[config.mk]
export PLATFORM = sky130hd
export DESIGN_NAME = fit_policy_block_allocator_core
export DESIGN_NICKNAME = d
export VERILOG_FILES = /design/src/hw/rtl/fpba_pkg.sv /design/src/hw/rtl/fpba_mem.sv /design/src/hw/rtl/fpba_sel.sv /design/src/hw/rtl/fit_policy_block_allocator_core.sv
export SDC_FILE = /design/constraint.sdc
export NUM_CORES = 1
export LEC_CHECK = 0
export ABC_AREA = 1
export BUFFER_PORTS_ARGS = -buffer_cell sky130_fd_sc_hd__buf_2
export CELL_PAD_IN_SITES_DETAIL_PLACEMENT = 0
export CELL_PAD_IN_SITES_GLOBAL_PLACEMENT = 1
export CORE_MARGIN = 3
export CORE_UTILIZATION = 45
export DETAILED_ROUTE_END_ITERATION = 8
export PLACE_DENSITY = 0.8
export SETUP_SLACK_MARGIN = 0.1
export SYNTH_ARGS = -nofsm -noshare
export SYNTH_HDL_FRONTEND = slang
export SYNTH_HIERARCHICAL = 1
export SYNTH_SLANG_ARGS = --single-unit
[constraint.sdc]
create_clock -name i_clk -period 6.8 [get_ports i_clk]
set_input_delay 0.34 -clock i_clk [delete_from_list [all_inputs] [get_ports i_clk]]
set_output_delay 0.34 -clock i_clk [all_outputs]
set_load 0.02 [all_outputs]
[src/hw/rtl/fpba_pkg.sv]
// Shared types, codes and defaults of the fit policy block allocator.
package fpba_pkg;

    localparam int DEF_NUM_BLOCKS = 16;
    localparam int DEF_SIZE_BITS  = 32;

    localparam int CFG_IDX_W  = 2;
    localparam int CFG_DATA_W = 32;

    localparam logic [CFG_IDX_W-1:0] CFG_FIT_MODE    = 2'd0;
    localparam logic [CFG_IDX_W-1:0] CFG_BLOCK_COUNT = 2'd1;

    localparam logic [1:0] MODE_FIRST = 2'd0;
    localparam logic [1:0] MODE_BEST  = 2'd1;
    localparam logic [1:0] MODE_WORST = 2'd2;

    localparam logic [1:0] FIT_MODE_RST    = MODE_FIRST;
    localparam logic [4:0] BLOCK_COUNT_RST = 5'd16;

    localparam logic OP_LOAD = 1'b0;
    localparam logic OP_REQ  = 1'b1;

    typedef struct packed {
        logic        op;
        logic [3:0]  load_index;
        logic [31:0] size_value;
    } t_in_item;

    typedef struct packed {
        logic        granted;
        logic [3:0]  chosen_index;
        logic [31:0] size_left;
    } t_out_item;

    typedef struct packed {
        logic       start;
        logic       valid;
        logic [1:0] mode;
    } t_sel_ctl;

    typedef enum logic [1:0] {
        ST_CLEAR,
        ST_IDLE,
        ST_SCAN,
        ST_DONE
    } t_state;

endpackage

[src/hw/rtl/fpba_mem.sv]
// Free size table: one write port, one registered read port.
module fpba_mem #(
    parameter int DEPTH = fpba_pkg::DEF_NUM_BLOCKS,
    parameter int WIDTH = fpba_pkg::DEF_SIZE_BITS,
    parameter int AW    = (DEPTH > 1) ? $clog2(DEPTH) : 1
) (
    input  logic             i_clk,
    input  logic             i_we,
    input  logic [AW-1:0]    i_waddr,
    input  logic [WIDTH-1:0] i_wdata,
    input  logic             i_re,
    input  logic [AW-1:0]    i_raddr,
    output logic [WIDTH-1:0] o_rdata
);

    logic [WIDTH-1:0] mem [DEPTH];
    logic [WIDTH-1:0] r_rdata;

    always_ff @(posedge i_clk) begin
        if (i_we) begin
            mem[i_waddr] <= i_wdata;
        end
    end

    always_ff @(posedge i_clk) begin
        if (i_re) begin
            r_rdata <= mem[i_raddr];
        end
    end

    assign o_rdata = r_rdata;

endmodule

[src/hw/rtl/fpba_sel.sv]
// Placement selection: folds one table entry per cycle into the running pick.
module fpba_sel #(
    parameter int IDX_W     = 4,
    parameter int SIZE_BITS = fpba_pkg::DEF_SIZE_BITS
) (
    input  logic                 i_clk,
    input  logic                 i_rst_n,
    input  fpba_pkg::t_sel_ctl   i_ctl,
    input  logic [SIZE_BITS-1:0] i_rdata,
    input  logic [IDX_W-1:0]     i_ridx,
    input  logic [SIZE_BITS-1:0] i_size,
    output logic                 o_found,
    output logic [IDX_W-1:0]     o_pick,
    output logic [SIZE_BITS-1:0] o_best
);

    logic                 r_found;
    logic [IDX_W-1:0]     r_pick;
    logic [SIZE_BITS-1:0] r_best;
    logic                 take;

    always_comb begin
        take = 1'b0;
        if (i_ctl.valid && (i_rdata >= i_size)) begin
            if (!r_found) begin
                take = 1'b1;
            end else begin
                case (i_ctl.mode)
                    fpba_pkg::MODE_BEST:  take = (i_rdata < r_best);
                    fpba_pkg::MODE_WORST: take = (i_rdata > r_best);
                    default:              take = 1'b0;
                endcase
            end
        end
    end

    always_ff @(posedge i_clk) begin
        if (!i_rst_n) begin
            r_found <= 1'b0;
        end else if (i_ctl.start) begin
            r_found <= 1'b0;
        end else if (take) begin
            r_found <= 1'b1;
        end
    end

    always_ff @(posedge i_clk) begin
        if (take) begin
            r_pick <= i_ridx;
            r_best <= i_rdata;
        end
    end

    assign o_found = r_found;
    assign o_pick  = r_pick;
    assign o_best  = r_best;

endmodule

[src/hw/rtl/fit_policy_block_allocator_core.sv]
// Top level of the fit policy block allocator: control, configuration, result register.
// A load leaves the block idle. A request scans the first used table entries, where used is
// block_count capped at NUM_BLOCKS: the free size table sits in a single-port-read memory,
// so the scan reads one entry per cycle, the selection unit folds each entry in as it
// returns, and the done state, once the result register is free, writes the reduced size
// back and loads the result register. The result register lets a new item in while the
// previous result still waits. After reset a clearing pass zeroes the table and no item is
// taken meanwhile; configuration writes are taken at any time, and block_count 0 refuses
// every request.
module fit_policy_block_allocator_core #(
    parameter int NUM_BLOCKS = fpba_pkg::DEF_NUM_BLOCKS,
    parameter int SIZE_BITS  = fpba_pkg::DEF_SIZE_BITS
) (
    input  logic                                i_clk,
    input  logic                                i_rst_n,
    input  logic                                i_cfg_valid,
    output logic                                o_cfg_ready,
    input  logic [fpba_pkg::CFG_IDX_W-1:0]      i_cfg_index,
    input  logic [fpba_pkg::CFG_DATA_W-1:0]     i_cfg_data,
    input  logic                                i_in_valid,
    output logic                                o_in_ready,
    input  fpba_pkg::t_in_item                  i_in_data,
    output logic                                o_out_valid,
    input  logic                                i_out_ready,
    output fpba_pkg::t_out_item                 o_out_data
);

    localparam int IDX_W = (NUM_BLOCKS > 1) ? $clog2(NUM_BLOCKS) : 1;
    localparam int CNT_W = $clog2(NUM_BLOCKS + 1);
    localparam int UW    = (CNT_W > 5) ? CNT_W : 5;

    fpba_pkg::t_state    r_state, n_state;
    logic [1:0]          r_fit_mode;
    logic [4:0]          r_block_count;
    logic [IDX_W-1:0]    r_clr_addr;
    logic [SIZE_BITS-1:0] r_size;
    logic [CNT_W-1:0]    r_used;
    logic [CNT_W-1:0]    r_addr;
    logic                r_rvalid;
    logic [IDX_W-1:0]    r_ridx;
    logic                r_out_valid;
    fpba_pkg::t_out_item r_out_data;

    logic                 in_fire, is_req, is_load, load_ok;
    logic [UW-1:0]        bc_ext, used_sat;
    logic [CNT_W-1:0]     used_calc;
    logic                 scan_issue, scan_last, clr_last, done_fire;
    logic                 mem_we, mem_re;
    logic [IDX_W-1:0]     mem_waddr;
    logic [SIZE_BITS-1:0] mem_wdata, mem_rdata;
    fpba_pkg::t_sel_ctl   sel_ctl;
    logic                 sel_found;
    logic [IDX_W-1:0]     sel_pick;
    logic [SIZE_BITS-1:0] sel_best, wb_val;

    assign o_cfg_ready = 1'b1;

    assign in_fire   = i_in_valid && o_in_ready;
    assign is_req    = in_fire && (i_in_data.op == fpba_pkg::OP_REQ);
    assign is_load   = in_fire && (i_in_data.op == fpba_pkg::OP_LOAD);
    assign load_ok   = (32'(i_in_data.load_index) < 32'(NUM_BLOCKS));
    assign bc_ext    = UW'(r_block_count);
    assign used_sat  = (bc_ext > UW'(NUM_BLOCKS)) ? UW'(NUM_BLOCKS) : bc_ext;
    assign used_calc = CNT_W'(used_sat);

    assign scan_issue = (r_state == fpba_pkg::ST_SCAN) && (r_addr < r_used);
    assign scan_last  = (r_state == fpba_pkg::ST_SCAN) && r_rvalid && (r_addr == r_used);
    assign clr_last   = (r_clr_addr == IDX_W'(NUM_BLOCKS - 1));
    assign done_fire  = (r_state == fpba_pkg::ST_DONE) && (!r_out_valid || i_out_ready);
    assign wb_val     = sel_best - r_size;

    // Next state
    always_comb begin
        n_state = r_state;
        unique case (r_state)
            fpba_pkg::ST_CLEAR: if (clr_last) n_state = fpba_pkg::ST_IDLE;
            fpba_pkg::ST_IDLE: begin
                if (is_req) begin
                    n_state = (used_calc == '0) ? fpba_pkg::ST_DONE : fpba_pkg::ST_SCAN;
                end
            end
            fpba_pkg::ST_SCAN:  if (scan_last) n_state = fpba_pkg::ST_DONE;
            fpba_pkg::ST_DONE:  if (done_fire) n_state = fpba_pkg::ST_IDLE;
            default:            n_state = fpba_pkg::ST_CLEAR;
        endcase
    end

    // State outputs: memory ports and selection control
    always_comb begin
        o_in_ready    = 1'b0;
        mem_we        = 1'b0;
        mem_waddr     = r_clr_addr;
        mem_wdata     = '0;
        mem_re        = scan_issue;
        sel_ctl.start = is_req;
        sel_ctl.valid = r_rvalid && (r_state == fpba_pkg::ST_SCAN);
        sel_ctl.mode  = r_fit_mode;
        unique case (r_state)
            fpba_pkg::ST_CLEAR: begin
                mem_we = 1'b1;
            end
            fpba_pkg::ST_IDLE: begin
                o_in_ready = 1'b1;
                mem_we     = is_load && load_ok;
                mem_waddr  = IDX_W'(i_in_data.load_index);
                mem_wdata  = SIZE_BITS'(i_in_data.size_value);
            end
            fpba_pkg::ST_DONE: begin
                mem_we    = done_fire && sel_found;
                mem_waddr = sel_pick;
                mem_wdata = wb_val;
            end
            default: begin
            end
        endcase
    end

    always_ff @(posedge i_clk) begin
        if (!i_rst_n) begin
            r_state       <= fpba_pkg::ST_CLEAR;
            r_clr_addr    <= '0;
            r_fit_mode    <= fpba_pkg::FIT_MODE_RST;
            r_block_count <= fpba_pkg::BLOCK_COUNT_RST;
            r_rvalid      <= 1'b0;
            r_out_valid   <= 1'b0;
            r_addr        <= '0;
        end else begin
            r_state <= n_state;
            if (r_state == fpba_pkg::ST_CLEAR) begin
                r_clr_addr <= r_clr_addr + 1'b1;
            end
            if (i_cfg_valid && o_cfg_ready) begin
                unique case (i_cfg_index)
                    fpba_pkg::CFG_FIT_MODE:    r_fit_mode    <= i_cfg_data[1:0];
                    fpba_pkg::CFG_BLOCK_COUNT: r_block_count <= i_cfg_data[4:0];
                    default: begin
                    end
                endcase
            end
            // Advance the read pointer; data for the issued index returns next cycle
            if (is_req) begin
                r_addr <= '0;
            end else if (scan_issue) begin
                r_addr <= r_addr + 1'b1;
            end
            r_rvalid <= scan_issue;
            if (done_fire) begin
                r_out_valid <= 1'b1;
            end else if (i_out_ready) begin
                r_out_valid <= 1'b0;
            end
        end
    end

    always_ff @(posedge i_clk) begin
        if (is_req) begin
            r_size <= SIZE_BITS'(i_in_data.size_value);
            r_used <= used_calc;
        end
        if (scan_issue) begin
            r_ridx <= r_addr[IDX_W-1:0];
        end
        if (done_fire) begin
            r_out_data.granted      <= sel_found;
            r_out_data.chosen_index <= sel_found ? 4'(sel_pick) : 4'd0;
            r_out_data.size_left    <= sel_found ? 32'(wb_val) : 32'd0;
        end
    end

    assign o_out_valid = r_out_valid;
    assign o_out_data  = r_out_data;

    fpba_mem #(
        .DEPTH (NUM_BLOCKS),
        .WIDTH (SIZE_BITS),
        .AW    (IDX_W)
    ) u_mem (
        .i_clk   (i_clk),
        .i_we    (mem_we),
        .i_waddr (mem_waddr),
        .i_wdata (mem_wdata),
        .i_re    (mem_re),
        .i_raddr (r_addr[IDX_W-1:0]),
        .o_rdata (mem_rdata)
    );

    fpba_sel #(
        .IDX_W     (IDX_W),
        .SIZE_BITS (SIZE_BITS)
    ) u_sel (
        .i_clk   (i_clk),
        .i_rst_n (i_rst_n),
        .i_ctl   (sel_ctl),
        .i_rdata (mem_rdata),
        .i_ridx  (r_ridx),
        .i_size  (r_size),
        .o_found (sel_found),
        .o_pick  (sel_pick),
        .o_best  (sel_best)
    );

endmodule

==> flow_summary.yaml <==
pwr:
  switching_share_pct: 28.5
  internal-power_mw: 7.91
  peakVddDrop_mv: 0.237
  power_frac_seq_pct: 49.4
  leakage_nw: 16.3
  switching_power_mw: 3.15
  power_frac_comb_pct: 17.2
  power.density_mw_per_mm2: 303
  clkPwrFrac_pct: 33.4
timing:
  fin_setup_tns_ns: 0
  clock_skew_ns: 0.0195
  maxSlewViolCount: 0
  hold_viol_final: 0
  rsz0062_at_grt: "no"
  fmax_ghz: 0.208
  maxSlewHeadroom_pct: 14.0
  finalCriticalPeriod_ns: 4.81
  setup_viol: 0
  post-route-period-util_pct: 70.7
  worst_slew_pin_slew_ns: 1.29
  holdWs_ns: 0.0496
place:
  placed_area_sq_mm: 0.0339
  hpwl_mm: 50.4
  port_buffers: 87
  place_congestion: 0.868
cells_and_area:
  drive_gt1_share_pct: 8.29
  fin_nets: 3657
  antenna_cells: 0
  syn2layout_area_growth_pct: 12.0
  stdcell_area_sq_mm: 0.0365
clock_network:
  ctsResizeCount: 0
  clkSinkCount: 679
  clk_path_buf_depth: 3
  cts_root_buf: "clkbuf_16"
  holdBufCountCts: 36
  htree_levels: 3
  clk_pin_slew_ns: 0.06
  clk_latency_ns: 0.61
  postCtsSetupBuffers: 0
  cts_tree: "yes"
  cts_buffers: 71
drt:
  wl_met2_mm: 39.0
  vias: 22272
  wl_met1_mm: 35.3
  totalWireLength_mm: 81.0
  top_layer_used: "met4"
  drtIter0Drc: 1842
  viasPerCell: 4.99
  ant_nets: 0
  dr.pass1.iters: 5
  drc: 0
  wl_met3_mm: 4.73
  avgRoutedWirePerCell_um: 18.2
critical_path:
  path_class: "flip-flop to flip-flop"
  path_cells: "ha_1, buf_4, inv_1, a21oi_4, buf_4, nand2_1, a22oi_1, nand3b_1, nor2_4, buf_4"
  critPathMaxFanout: 38
  reg2regPathDepth: 10
  r2r_start: "r_state[1]"
  rrSetupSlack_ns: 1.99
  timing.critical_path.slowest_stage_cell: "nor2_4"
  crit_required_ns: 7.11
  critPathLaunchType: "flip-flop"
  r2r_end: "u_mem/mem[11][1]"
  cp.buffers_inverters: 4
  crit_arrival_ns: 5.12
  cpPeakStageDelay_ns: 1.00
  cpMostUsedCell: "buf_4"
  critical-path-top-delay-family: "buffers and inverters"
  critPathCaptureType: "flip-flop"
synth:
  synth_nets: 3536
  yosysWarnings: 6
  syn-cell-area_sq_mm: 0.0326
  ys_seq_elements: 679
  postSynthAreaPerCell_sq_um: 9.72
  synth_cell_types: 46
  yosysSeqAreaShare_pct: 62.0
  synthCells: 3350
flow_run:
  cap_violations: 0
floorplan:
  row_count: 97
  dieArea_sq_mm: 0.0756
  fp.dieW_um: 275
  core_area_sq_mm: 0.0709
  initial_core_util_pct: 45.9
  die_y_um: 275
  io_pins: 116
worst_hold_path:
  hp-class: "input port to flip-flop"
  hold_start: "i_cfg_data[3]"
  worstHoldPathCells: 3
  min_to: "bc_ext[3]"
global_routing:
  grt_max_degree: 192
  grt_pass1_wl_mm: 124
  globalRoute.totalOverflow: 0
  track_usage_pct: 21.5
  grt_pass1_vias: 21211
  antenna_found_initial: 1
status:
  status: "finished, final reports clean"
## through the flow
stage                     worst slack, ns  util, %  std cells  power (mW)
final                                1.99     51.5       4464        11.1
after global placement               2.01     47.9       4302        7.40
after floorplan                      1.76        -       3350        6.68
after CTS                            1.96     51.5       4464        11.1
after detailed placement             1.98     47.9       4302        7.44
after global routing                 1.72     51.5       4464        11.6
## cell usage in the layout (no fill, tap or decap), drive strengths merged
| cell type | Yosys | routed |
|---|---|---|
| nand2 | 1054 | 1054 |
| dfxtp | 21 | 21 |
| nor2b | 1 | 1 |
| nand3 | 438 | 438 |
| a31oi | 1 | 1 |
| o21bai | 4 | 4 |
| a21oi | 63 | 63 |
| xnor2 | 14 | 14 |
| a31o | 1 | 1 |
| o211ai | 2 | 2 |
| clkbuf | 25 | 91 |
| a21o | 2 | 2 |
| edfxtp | 658 | 658 |
| clkinvlp | 0 | 1 |
| dlygate4sd3 | 0 | 36 |
| bufinv | 0 | 3 |
| o21ai | 39 | 39 |
| o21a | 6 | 6 |
| fa | 1 | 1 |
| ha | 109 | 109 |
| a22o | 1 | 1 |
| nand3b | 9 | 9 |
| a22oi | 5 | 5 |
| nor2 | 123 | 123 |
| nor3b | 1 | 1 |
| inv | 656 | 658 |
| nand4 | 10 | 10 |
| xor2 | 2 | 2 |
| buf | 94 | 131 |
| conb | 1 | 1 |
| nor4 | 2 | 2 |
| clkinv | 0 | 29 |
| nor3 | 6 | 6 |
| and2 | 1 | 1 |
## worst register-to-register path, delay by kind of cell, from the launching register on
kind	cells	cell delay, ns
AOI/OAI and AO/OA	2	0.80
adders and majority gates	1	0.18
buffers and inverters	4	1.56
DFF	1	0.43
and+or+nand+nor	3	1.55
## power by group through the flow
stage          combinational (mW)  sequential, mW  clock [mW]
4_1_cts                      1.91            5.46        3.77
6_report                     1.90            5.46        3.70
3_5_place_dp                 1.89            5.55           0
5_1_grt                      2.11            5.50        3.94
2_1_floorplan                1.14            5.54           0
3_3_place_gp                 1.87            5.53           0
## cells in the mapped netlist (all sizes together)
cell / instances / area, sq um
inv: 656 / 2460
a21o: 2 / 15.0
nor2b: 1 / 8.76
o211ai: 2 / 15.0
o21ai: 39 / 195
edfxtp: 658 / 19800
clkbuf: 25 / 93.8
xor2: 2 / 17.5
o21a: 6 / 45.0
ha: 109 / 1360
a22o: 1 / 8.76
o21bai: 4 / 30.0
nand3: 438 / 2230
dfxtp: 21 / 420
nand3b: 9 / 67.6
nand4: 10 / 77.6
conb: 1 / 3.75
a22oi: 5 / 37.5
xnor2: 14 / 123
fa: 1 / 20.0
nor4: 2 / 27.5
nor2: 123 / 472
and2: 1 / 6.26
nor3: 6 / 40.0
buf: 94 / 666
a21oi: 63 / 327
a31o: 1 / 8.76
nand2: 1054 / 4010
nor3b: 1 / 7.51
a31oi: 1 / 6.26
## flip-flops by register name (all words and copies together), names as in the netlist
| register | count |
|---|---|
| bc_ext | 5 |
| o_out_data | 37 |
| o_out_valid | 1 |
| r_addr | 5 |
| r_clr_addr | 4 |
| r_fit_mode | 2 |
| r_ridx | 4 |
| r_rvalid | 1 |
| r_size | 32 |
| r_state | 2 |
| r_used | 5 |
| u_mem/mem | 512 |
| u_mem/o_rdata | 32 |
| u_sel/o_best | 32 |
| u_sel/o_found | 1 |
| u_sel/o_pick | 4 |
## logic make-up (layout without fill, tap and decap cells)
logic type | after synthesis | after routing | synth area share, %
flops | 679 | 679 | 62.0
compound gates | 124 | 124 | 2.11
other cells | 1 | 1 | 0.0115
simple gates | 1645 | 1645 | 21.3
fa+ha+maj | 110 | 110 | 4.25
xor+xnor | 16 | 16 | 0.430
buf+inv | 775 | 949 | 9.90
## worst max-delay path by stage
stage	startpoint	to	cells past startpoint	slack, ns
5_1_grt	r_state[1]	u_mem/mem[11][1]	10	1.72
3_5_place_dp	r_state[1]	u_mem/mem[11][1]	10	1.98
4_1_cts	r_state[1]	u_mem/mem[11][1]	10	1.96
3_3_place_gp	r_state[1]	u_mem/mem[11][1]	10	2.01
2_1_floorplan	r_state[1]	u_mem/mem[12][0]	8	1.76
6_report	r_state[1]	u_mem/mem[11][1]	10	1.99
## routing by layer
layer  vias up  track usage [%]
li1      11013                -
met1     10497             29.0
met2       644             36.1
met3       118             3.15
met4         0             6.36
met5         -                0
## area by class of cell
type	count	area, sq um
Clock inverter	35	298
Multi-Input combinational cell	1896	9300
Inverter	656	2470
Clock buffer	91	1890
Tap cell	940	1180
Fill cell	6380	34400
Sequential cell	679	20200
Timing Repair Buffer	167	1140
(Power assumes the default switching activity.)
